`config.mk`:
```
export PLATFORM = sky130hd
export DESIGN_NAME = pdm_second_order_modulator_unit
export DESIGN_NICKNAME = d
export VERILOG_FILES = /design/src/hdl/psom_pkg.sv /design/src/hdl/pdm_second_order_modulator_unit.sv /design/src/hdl/psom_front.sv /design/src/hdl/psom_fifo.sv /design/src/hdl/psom_back.sv
export SDC_FILE = /design/constraint.sdc
export NUM_CORES = 1
export LEC_CHECK = 0
export BUFFER_PORTS_ARGS = -buffer_cell sky130_fd_sc_hd__buf_2
export CORE_MARGIN = 2
export CORE_UTILIZATION = 45
export CTS_CLUSTER_DIAMETER = 30
export CTS_CLUSTER_SIZE = 14
export DETAILED_ROUTE_END_ITERATION = 7
export PLACE_DENSITY_LB_ADDON = 0.05
export SYNTH_ARGS = -nofsm -noshare
export SYNTH_HDL_FRONTEND = slang
export SYNTH_SLANG_ARGS = --single-unit
```
`constraint.sdc`:
```
create_clock -name i_clk -period 10.1 [get_ports i_clk]
set_input_delay 1.01 -clock i_clk [delete_from_list [all_inputs] [get_ports i_clk]]
set_output_delay 1.01 -clock i_clk [all_outputs]
set_load 0.02 [all_outputs]
```
`src/hdl/psom_pkg.sv`:
```
// shared types and constants for the second-order pdm modulator
`timescale 1ns / 1ps

package psom_pkg;

    localparam logic [31:0] INPUT_OFFSET = 32'h0000_1000;
    localparam logic [31:0] IDLE_PATTERN = 32'h5555_5555;

    // feedback held as a 25-bit two's complement value
    localparam int          FB_W   = 25;
    localparam logic [24:0] FB_POS = 25'h0FE_DCBA;
    localparam logic [24:0] FB_NEG = 25'h101_2346;

    localparam int QUEUE_DEPTH = 2;
    localparam int QPTR_W      = 1;

    localparam int        CFG_IDX_W      = 1;
    localparam int        CFG_DATA_W     = 5;
    localparam logic [0:0] CFG_FORMAT     = 1'b0;
    localparam logic [0:0] CFG_OVERSAMPLE = 1'b1;

    typedef struct packed {
        logic [31:0] x;
        logic        idle;
    } t_job;

    typedef struct packed {
        logic busy;
        logic idle_job;
    } t_back_status;

endpackage

```
`src/hdl/pdm_second_order_modulator_unit.sv`:
```
// top level of the second-order delta-sigma pdm modulator
//
//  channel   dir  handshake              payload
//  s_axis    in   i_s_tvalid/o_s_tready  tdata = sample_bits, tuser = no_source
//  m_axis    out  o_m_tvalid/i_m_tready  tdata = pdm_word, tlast = last_of_run
//  cfg       in   i_cfg_we               index 0 format_is_u8, 1 oversample_factor
//
// the loop makes one integrator update per cycle while it is not held, one pdm bit per update and
// n words per sample; a no-source item gives n idle-pattern words. each job is loaded before it runs.
// the input stage and a two-entry queue keep taking samples while the loop runs.
// synchronous active-low reset clears the integrators, feedback, config and all valids.
// a full output register holds the loop on the last bit of a word until it drains.
`timescale 1ns / 1ps

module pdm_second_order_modulator_unit #(
    parameter int MAX_OVERSAMPLE = 16,
    parameter int BITS_PER_WORD  = 32
) (
    input  logic                            i_clk,
    input  logic                            i_rst_n,
    input  logic                            i_s_tvalid,
    output logic                            o_s_tready,
    input  logic [15:0]                     i_s_tdata,   // sample_bits
    input  logic                            i_s_tuser,   // no_source
    output logic                            o_m_tvalid,
    input  logic                            i_m_tready,
    output logic [31:0]                     o_m_tdata,   // pdm_word
    output logic                            o_m_tlast,
    input  logic                            i_cfg_we,
    input  logic [psom_pkg::CFG_IDX_W-1:0]  i_cfg_index,
    input  logic [psom_pkg::CFG_DATA_W-1:0] i_cfg_data
);
    import psom_pkg::*;

    localparam int CNT_W = $clog2(MAX_OVERSAMPLE + 1);

    logic                  r_fmt_u8;
    logic [4:0]            r_oversample;
    logic [CNT_W-1:0]      w_words;
    t_job                  w_f_job;
    logic                  w_f_valid;
    logic                  w_f_ready;
    t_job                  w_q_job;
    logic                  w_q_valid;
    logic                  w_q_ready;
    t_back_status          w_stat;

    always_ff @(posedge i_clk) begin
        if (!i_rst_n) begin
            r_fmt_u8     <= 1'b0;
            r_oversample <= 5'd1;
        end else if (i_cfg_we) begin
            case (i_cfg_index)
                CFG_FORMAT:     r_fmt_u8     <= i_cfg_data[0];
                CFG_OVERSAMPLE: r_oversample <= i_cfg_data[4:0];
                default: begin
                end
            endcase
        end
    end

    // zero counts as one, large values saturate
    always_comb begin
        if (r_oversample == '0) begin
            w_words = CNT_W'(1);
        end else if (int'(r_oversample) > MAX_OVERSAMPLE) begin
            w_words = CNT_W'(MAX_OVERSAMPLE);
        end else begin
            w_words = CNT_W'(r_oversample);
        end
    end

    psom_front u_front (
        .i_clk         (i_clk),
        .i_rst_n       (i_rst_n),
        .i_fmt_u8      (r_fmt_u8),
        .i_sample_bits (i_s_tdata),
        .i_no_source   (i_s_tuser),
        .i_valid       (i_s_tvalid),
        .o_ready       (o_s_tready),
        .o_job         (w_f_job),
        .o_job_valid   (w_f_valid),
        .i_job_ready   (w_f_ready)
    );

    psom_fifo u_fifo (
        .i_clk   (i_clk),
        .i_rst_n (i_rst_n),
        .i_job   (w_f_job),
        .i_valid (w_f_valid),
        .o_ready (w_f_ready),
        .o_job   (w_q_job),
        .o_valid (w_q_valid),
        .i_ready (w_q_ready)
    );

    psom_back #(
        .BITS_PER_WORD (BITS_PER_WORD),
        .CNT_W         (CNT_W)
    ) u_back (
        .i_clk       (i_clk),
        .i_rst_n     (i_rst_n),
        .i_job       (w_q_job),
        .i_job_valid (w_q_valid),
        .o_job_ready (w_q_ready),
        .i_words     (w_words),
        .o_pdm_word  (o_m_tdata),
        .o_last      (o_m_tlast),
        .o_valid     (o_m_tvalid),
        .i_ready     (i_m_tready),
        .o_status    (w_stat)
    );

    // a queued job is picked up as soon as the loop is free
    a_load_when_free: assert property (@(posedge i_clk) disable iff (!i_rst_n)
        w_q_valid && !w_stat.busy |=> w_stat.busy)
        else $error("queued job not loaded by free loop");

    // a no-source job delivers a word every cycle the output can take one
    a_idle_streams: assert property (@(posedge i_clk) disable iff (!i_rst_n)
        w_stat.busy && w_stat.idle_job && !(o_m_tvalid && !i_m_tready) |=> o_m_tvalid)
        else $error("idle pattern word not produced");

    // results only come out of a running job
    a_out_from_busy: assert property (@(posedge i_clk) disable iff (!i_rst_n)
        $rose(o_m_tvalid) |-> $past(w_stat.busy))
        else $error("output beat without an active job");

endmodule

```
`src/hdl/psom_front.sv`:
```
// input stage: widens the sample and registers one job for the queue
`timescale 1ns / 1ps

module psom_front (
    input  logic             i_clk,
    input  logic             i_rst_n,
    input  logic             i_fmt_u8,
    input  logic [15:0]      i_sample_bits,
    input  logic             i_no_source,
    input  logic             i_valid,
    output logic             o_ready,
    output psom_pkg::t_job   o_job,
    output logic             o_job_valid,
    input  logic             i_job_ready
);
    import psom_pkg::*;

    logic        r_valid;
    logic        n_valid;
    t_job        r_job;
    logic [15:0] w_s16;
    t_job        w_job;
    logic        w_take;

    // u8: (b - 128) << 8 is the byte with its top bit flipped, in the high byte
    always_comb begin
        if (i_fmt_u8) begin
            w_s16 = {~i_sample_bits[7], i_sample_bits[6:0], 8'h00};
        end else begin
            w_s16 = i_sample_bits;
        end
        w_job.x    = {{8{w_s16[15]}}, w_s16, 8'h00} + INPUT_OFFSET;
        w_job.idle = i_no_source;
    end

    assign o_ready     = !r_valid || i_job_ready;
    assign w_take      = i_valid && o_ready;
    assign o_job       = r_job;
    assign o_job_valid = r_valid;

    always_comb begin
        n_valid = r_valid;
        if (w_take) begin
            n_valid = 1'b1;
        end else if (i_job_ready) begin
            n_valid = 1'b0;
        end
    end

    always_ff @(posedge i_clk) begin
        if (!i_rst_n) begin
            r_valid <= 1'b0;
        end else begin
            r_valid <= n_valid;
        end
    end

    always_ff @(posedge i_clk) begin
        if (w_take) begin
            r_job <= w_job;
        end
    end

endmodule

```
`src/hdl/psom_fifo.sv`:
```
// two-entry job queue between the input stage and the loop
`timescale 1ns / 1ps

module psom_fifo (
    input  logic           i_clk,
    input  logic           i_rst_n,
    input  psom_pkg::t_job i_job,
    input  logic           i_valid,
    output logic           o_ready,
    output psom_pkg::t_job o_job,
    output logic           o_valid,
    input  logic           i_ready
);
    import psom_pkg::*;

    t_job              r_mem [QUEUE_DEPTH];
    logic [QPTR_W-1:0] r_wr_ptr;
    logic [QPTR_W-1:0] r_rd_ptr;
    logic [QPTR_W:0]   r_count;
    logic              w_push;
    logic              w_pop;

    assign o_ready = r_count != (QPTR_W+1)'(QUEUE_DEPTH);
    assign o_valid = r_count != '0;
    assign o_job   = r_mem[r_rd_ptr];
    assign w_push  = i_valid && o_ready;
    assign w_pop   = o_valid && i_ready;

    always_ff @(posedge i_clk) begin
        if (!i_rst_n) begin
            r_wr_ptr <= '0;
            r_rd_ptr <= '0;
            r_count  <= '0;
        end else begin
            if (w_push) begin
                r_wr_ptr <= r_wr_ptr + QPTR_W'(1);
            end
            if (w_pop) begin
                r_rd_ptr <= r_rd_ptr + QPTR_W'(1);
            end
            if (w_push && !w_pop) begin
                r_count <= r_count + (QPTR_W+1)'(1);
            end else if (w_pop && !w_push) begin
                r_count <= r_count - (QPTR_W+1)'(1);
            end
        end
    end

    always_ff @(posedge i_clk) begin
        if (w_push) begin
            r_mem[r_wr_ptr] <= i_job;
        end
    end

endmodule

```
`src/hdl/psom_back.sv`:
```
// delta-sigma loop with the output register, one pdm bit per cycle unless a full output register holds it
`timescale 1ns / 1ps

module psom_back #(
    parameter int BITS_PER_WORD = 32,
    parameter int CNT_W         = 5
) (
    input  logic                   i_clk,
    input  logic                   i_rst_n,
    input  psom_pkg::t_job         i_job,
    input  logic                   i_job_valid,
    output logic                   o_job_ready,
    input  logic [CNT_W-1:0]       i_words,
    output logic [31:0]            o_pdm_word,
    output logic                   o_last,
    output logic                   o_valid,
    input  logic                   i_ready,
    output psom_pkg::t_back_status o_status
);
    import psom_pkg::*;

    localparam int                 BIT_W    = $clog2(BITS_PER_WORD);
    localparam logic [BIT_W-1:0]   LAST_BIT = BIT_W'(BITS_PER_WORD - 1);

    logic                     r_busy,  n_busy;
    logic [CNT_W-1:0]         r_left,  n_left;
    logic [BIT_W-1:0]         r_bit,   n_bit;
    logic [31:0]              r_i1,    n_i1;
    logic [31:0]              r_i2,    n_i2;
    logic [FB_W-1:0]          r_fb,    n_fb;
    logic                     r_out_valid, n_out_valid;
    logic [31:0]              r_out_word,  n_out_word;
    logic                     r_out_last,  n_out_last;
    logic [31:0]              r_x;
    logic                     r_idle;
    logic [BITS_PER_WORD-1:0] r_word,  n_word;

    logic                     w_load;
    logic                     w_can_push;
    logic                     w_word_end;
    logic                     w_step;
    logic                     w_push;
    logic [31:0]              w_fb_ext;
    logic [31:0]              w_i1;
    logic [31:0]              w_i2;
    logic                     w_bit;
    logic [BITS_PER_WORD-1:0] w_shift;

    assign o_job_ready = !r_busy;
    assign w_load      = !r_busy && i_job_valid;
    assign w_can_push  = !r_out_valid || i_ready;
    assign w_word_end  = r_idle || (r_bit == LAST_BIT);
    // the loop only holds on the bit that completes a word
    assign w_step      = r_busy && (!w_word_end || w_can_push);
    assign w_push      = w_step && w_word_end;

    assign w_fb_ext = {{(32-FB_W){r_fb[FB_W-1]}}, r_fb};
    assign w_i1     = r_i1 + r_x - w_fb_ext;
    assign w_i2     = r_i2 + w_i1 - w_fb_ext;
    assign w_bit    = ~w_i2[31];
    assign w_shift  = {w_bit, r_word[BITS_PER_WORD-1:1]};

    always_comb begin
        n_busy      = r_busy;
        n_left      = r_left;
        n_bit       = r_bit;
        n_i1        = r_i1;
        n_i2        = r_i2;
        n_fb        = r_fb;
        n_word      = r_word;
        n_out_valid = r_out_valid;
        n_out_word  = r_out_word;
        n_out_last  = r_out_last;

        if (i_ready) begin
            n_out_valid = 1'b0;
        end

        if (w_load) begin
            n_busy = 1'b1;
            n_left = i_words;
            n_bit  = '0;
        end

        if (w_step && !r_idle) begin
            n_i1   = w_i1;
            n_i2   = w_i2;
            n_fb   = w_bit ? FB_POS : FB_NEG;
            n_word = w_shift;
            n_bit  = r_bit + BIT_W'(1);
        end

        if (w_push) begin
            n_bit       = '0;
            n_out_valid = 1'b1;
            n_out_last  = r_left == CNT_W'(1);
            n_left      = r_left - CNT_W'(1);
            if (r_idle) begin
                n_out_word = 32'(IDLE_PATTERN[BITS_PER_WORD-1:0]);
            end else begin
                n_out_word = 32'(w_shift);
            end
            if (r_left == CNT_W'(1)) begin
                n_busy = 1'b0;
            end
        end
    end

    always_ff @(posedge i_clk) begin
        if (!i_rst_n) begin
            r_busy      <= 1'b0;
            r_left      <= '0;
            r_bit       <= '0;
            r_i1        <= '0;
            r_i2        <= '0;
            r_fb        <= '0;
            r_out_valid <= 1'b0;
        end else begin
            r_busy      <= n_busy;
            r_left      <= n_left;
            r_bit       <= n_bit;
            r_i1        <= n_i1;
            r_i2        <= n_i2;
            r_fb        <= n_fb;
            r_out_valid <= n_out_valid;
        end
    end

    always_ff @(posedge i_clk) begin
        r_word     <= n_word;
        r_out_word <= n_out_word;
        r_out_last <= n_out_last;
        if (w_load) begin
            r_x    <= i_job.x;
            r_idle <= i_job.idle;
        end
    end

    assign o_pdm_word        = r_out_word;
    assign o_last            = r_out_last;
    assign o_valid           = r_out_valid;
    assign o_status.busy     = r_busy;
    assign o_status.idle_job = r_idle;

endmodule
```
==> impl_metrics.env <==
export IMPL_cap_viol_max_count=0
export IMPL_fill_cells=2485
export IMPL_cts_resized=0
export IMPL_cts_buffers=56
export IMPL_place_area_sq_mm=0.0133
export IMPL_routed_wl_um=26700
export IMPL_synth_top_area_share_pct=32.4
export IMPL_cts_root_buf="clkbuf_16"
export IMPL_synth_edf_count=136
export IMPL_setup_violations=0
export IMPL_dr_total_vias=8843
export IMPL_yosys_warnings=0
export IMPL_ys_flop_type="edfxtp_1"
export IMPL_gp_routability_congestion=0.885
export IMPL_route_detailed_drc=0
export IMPL_nets=1453
export IMPL_synth_common_cells="edfxtp_1, nand2_1, inv_1"
export IMPL_tns_ns=0
export IMPL_outcome="completed"
export IMPL_worstHoldStart="u_back.r_word[29]$_DFFE_PP_"
export IMPL_worstSetupEndpointType="flop"
export IMPL_async_flop_share_pct=0
export IMPL_critical_path_class="flop to flop"
export IMPL_place_ws_ns=3.72
export IMPL_worstRegToRegCells=23
export IMPL_via_per_inst=5.13
export IMPL_start_util_pct=45.5
export IMPL_die_area_sq_mm=0.0294
export IMPL_clock_sinks=223
export IMPL_io_pin_count=63
export IMPL_rsz0062_at_grt="false"
export IMPL_grt_usage_pct=18.9
export IMPL_drive_gt1_share_pct=16.5
export IMPL_avgSynthCellArea_sq_um=10.4
export IMPL_drt_wirelength_per_cell_um=15.5
export IMPL_clk_pin_slew_worst_paths_ns=0.05
export IMPL_cts_hold_repair_buffers=0
export IMPL_synth_cell_types=73
export IMPL_synthesis_nets=1370
export IMPL_die_h_um=171
export IMPL_finalWorstSetupSlack_ns=3.73
export IMPL_synth_area_leaders="edfxtp_1, dfxtp_1, fa_1"
export IMPL_antenna_left=0
export IMPL_clk_insertion_delay_late_ns=0.59
export IMPL_required_ns=10.49
export IMPL_hold_viol=0
export IMPL_drtIter0Drc=482
export IMPL_n_antenna_cell=0
export IMPL_grt_pass1_wl_um=44300
export IMPL_maxClockFrequency_mhz=157
export IMPL_clock_skew_ns=0.0702
export IMPL_synth_seq_cells=223
export IMPL_cp_data_arrival_time_ns=6.76
export IMPL_place_hpwl_um=18200
export IMPL_r2r_start="u_back.r_fb[16]$_SDFFE_PN0P_"
export IMPL_antenna_found_initial=0
export IMPL_drt_pre_antenna_iters=5
export IMPL_grt_pass1_vias=8714
export IMPL_cts_setup_buffers=0
export IMPL_max_slew_worst_pin_slew_ns=1.02
export IMPL_finalCritPeriodShare_pct=63.0
export IMPL_cts_max_path_buffers=3
export IMPL_rows=61
export IMPL_slew_headroom_pct=32.2
export IMPL_htreeDepth=2
export IMPL_cp_start_kind="flop"
export IMPL_final_cell_area_sq_mm=0.0152
export IMPL_cts_tree="done"
export IMPL_hold_class="flop to flop"
export IMPL_critPathMaxFanout=12
export IMPL_synth_cells=1216
export IMPL_yosysSeqAreaShare_pct=46.2
export IMPL_coreArea_sq_mm=0.0277
export IMPL_synthToLayoutAreaGrowth_pct=20.7
export IMPL_grt_max_degree=83
export IMPL_synth_largest_area_cell="edfxtp_1"
export IMPL_grt_ovfl_total=0
export IMPL_report_final_slew_viol_count=0
export IMPL_synth_area_sq_mm=0.0126
export IMPL_setup_worst_path_start="u_back.r_fb[16]$_SDFFE_PN0P_"
export IMPL_fin_crit_ns=6.37
export IMPL_die_x_um=171
export IMPL_io_buffers=62
export IMPL_hold_depth=0
path summary, 6_finish.rpt:
path / to / slack (ns)
max: u_back.r_i2[28]$_SDFFE_PN0P_ / 3.73
min: u_back.r_word[28]$_DFFE_PP_ / 0.43
max reg2reg: u_back.r_i2[28]$_SDFFE_PN0P_ / 3.73
min reg2reg: u_back.r_word[28]$_DFFE_PP_ / 0.43
registers in the layout (all words and copies together) (netlist names), 2 cells and up:
signal / cells
r_oversample: 5
u_fifo.r_mem: 36
u_back.r_left: 5
u_back.r_i1: 31
u_back.r_i2: 30
u_back.r_bit: 5
u_back.o_pdm_word: 32
u_back.r_fb: 3
u_back.r_word: 31
u_fifo.r_count: 2
u_back.r_x: 17
u_front.o_job: 18
logic make-up (layout without fill, tap and decap cells):
group	after synthesis	count (layout)	synth area share, %
AOI/OAI and AO/OA	261	261	13.0
xor gates and xnor gates	66	66	4.72
adders and majority gates	126	126	15.7
buffers and inverters	163	294	4.89
DFF	223	223	46.2
muxes	21	21	1.85
and+or+nand+nor	356	356	13.6
final cells by class:
class	instances	area, sq um	area share [%]
multi-input cells	830	6170	40.5
flip-flops and latches	223	5830	38.3
clock buffers	71	1490	9.77
well taps	378	473	3.11
clock inverters	35	449	2.95
inverters	117	440	2.89
repair buffers	71	378	2.48
per-stage QoR:
stage,hold WS [ns],std cells,utilization (%)
3_5_place_dp,0.425,1619,47.9
4_1_cts,0.426,1725,54.9
2_1_floorplan,0.417,1216,-
5_1_grt,0.436,1725,54.9
6_report,0.429,1725,54.9
3_3_place_gp,0.421,1619,47.9
worst max-delay path, stage by stage, from the launching register on:
cell and delay [ns]:
dfxtp_1 0.29, buf_4 0.21, inv_1 0.37, buf_4 0.33, fa_1 0.46, ha_1 0.38, nand3_1 0.14, a2111oi_0 0.44
nor2_1 0.18, a31oi_2 0.25, o21a_1 0.17, o21ai_0 0.08, nand2b_1 0.10, xor2_1 0.25, fa_1 0.46, ha_1 0.39
a21o_1 0.21, a21oi_1 0.14, o221a_2 0.22, nor2_1 0.04, a211oi_1 0.22, o41ai_1 0.14, and4_1 0.20, or4_1 0.50
layout by cell type, fill, tap and decap left out, drive strengths merged, types with 5 or more instances in the layout:
| master | synthesis | layout |
|---|---|---|
| a211oi | 17 | 17 |
| a21o | 23 | 23 |
| a21oi | 109 | 109 |
| a31oi | 12 | 12 |
| and2 | 5 | 5 |
| and3 | 11 | 11 |
| buf | 6 | 71 |
| bufinv | 0 | 6 |
| clkbuf | 40 | 71 |
| clkinv | 2 | 20 |
| clkinvlp | 0 | 11 |
| dfxtp | 87 | 87 |
| edfxtp | 136 | 136 |
| fa | 54 | 54 |
| ha | 72 | 72 |
| inv | 115 | 115 |
| mux2 | 18 | 18 |
| nand2 | 137 | 137 |
| nand2b | 9 | 9 |
| nand3 | 33 | 33 |
| nand3b | 5 | 5 |
| nand4 | 13 | 13 |
| nor2 | 59 | 59 |
| nor2b | 24 | 24 |
| nor3 | 18 | 18 |
| o211ai | 7 | 7 |
| o21ai | 52 | 52 |
| o31ai | 5 | 5 |
| or2 | 21 | 21 |
| or3 | 7 | 7 |
| xnor2 | 44 | 44 |
| xor2 | 21 | 21 |
layer usage:
| layer | wire length, um | global-route usage (%) |
|---|---|---|
| met5 | 0 | 0 |
| met4 | 572 | 5.90 |
| met3 | 944 | 2.97 |
| met2 | 12700 | 31.3 |
| met1 | 12400 | 25.6 |
Power is left out: the tool's default activity adds up to more than one toggle a clock period on the data nets, which glitch-free logic cannot reach.
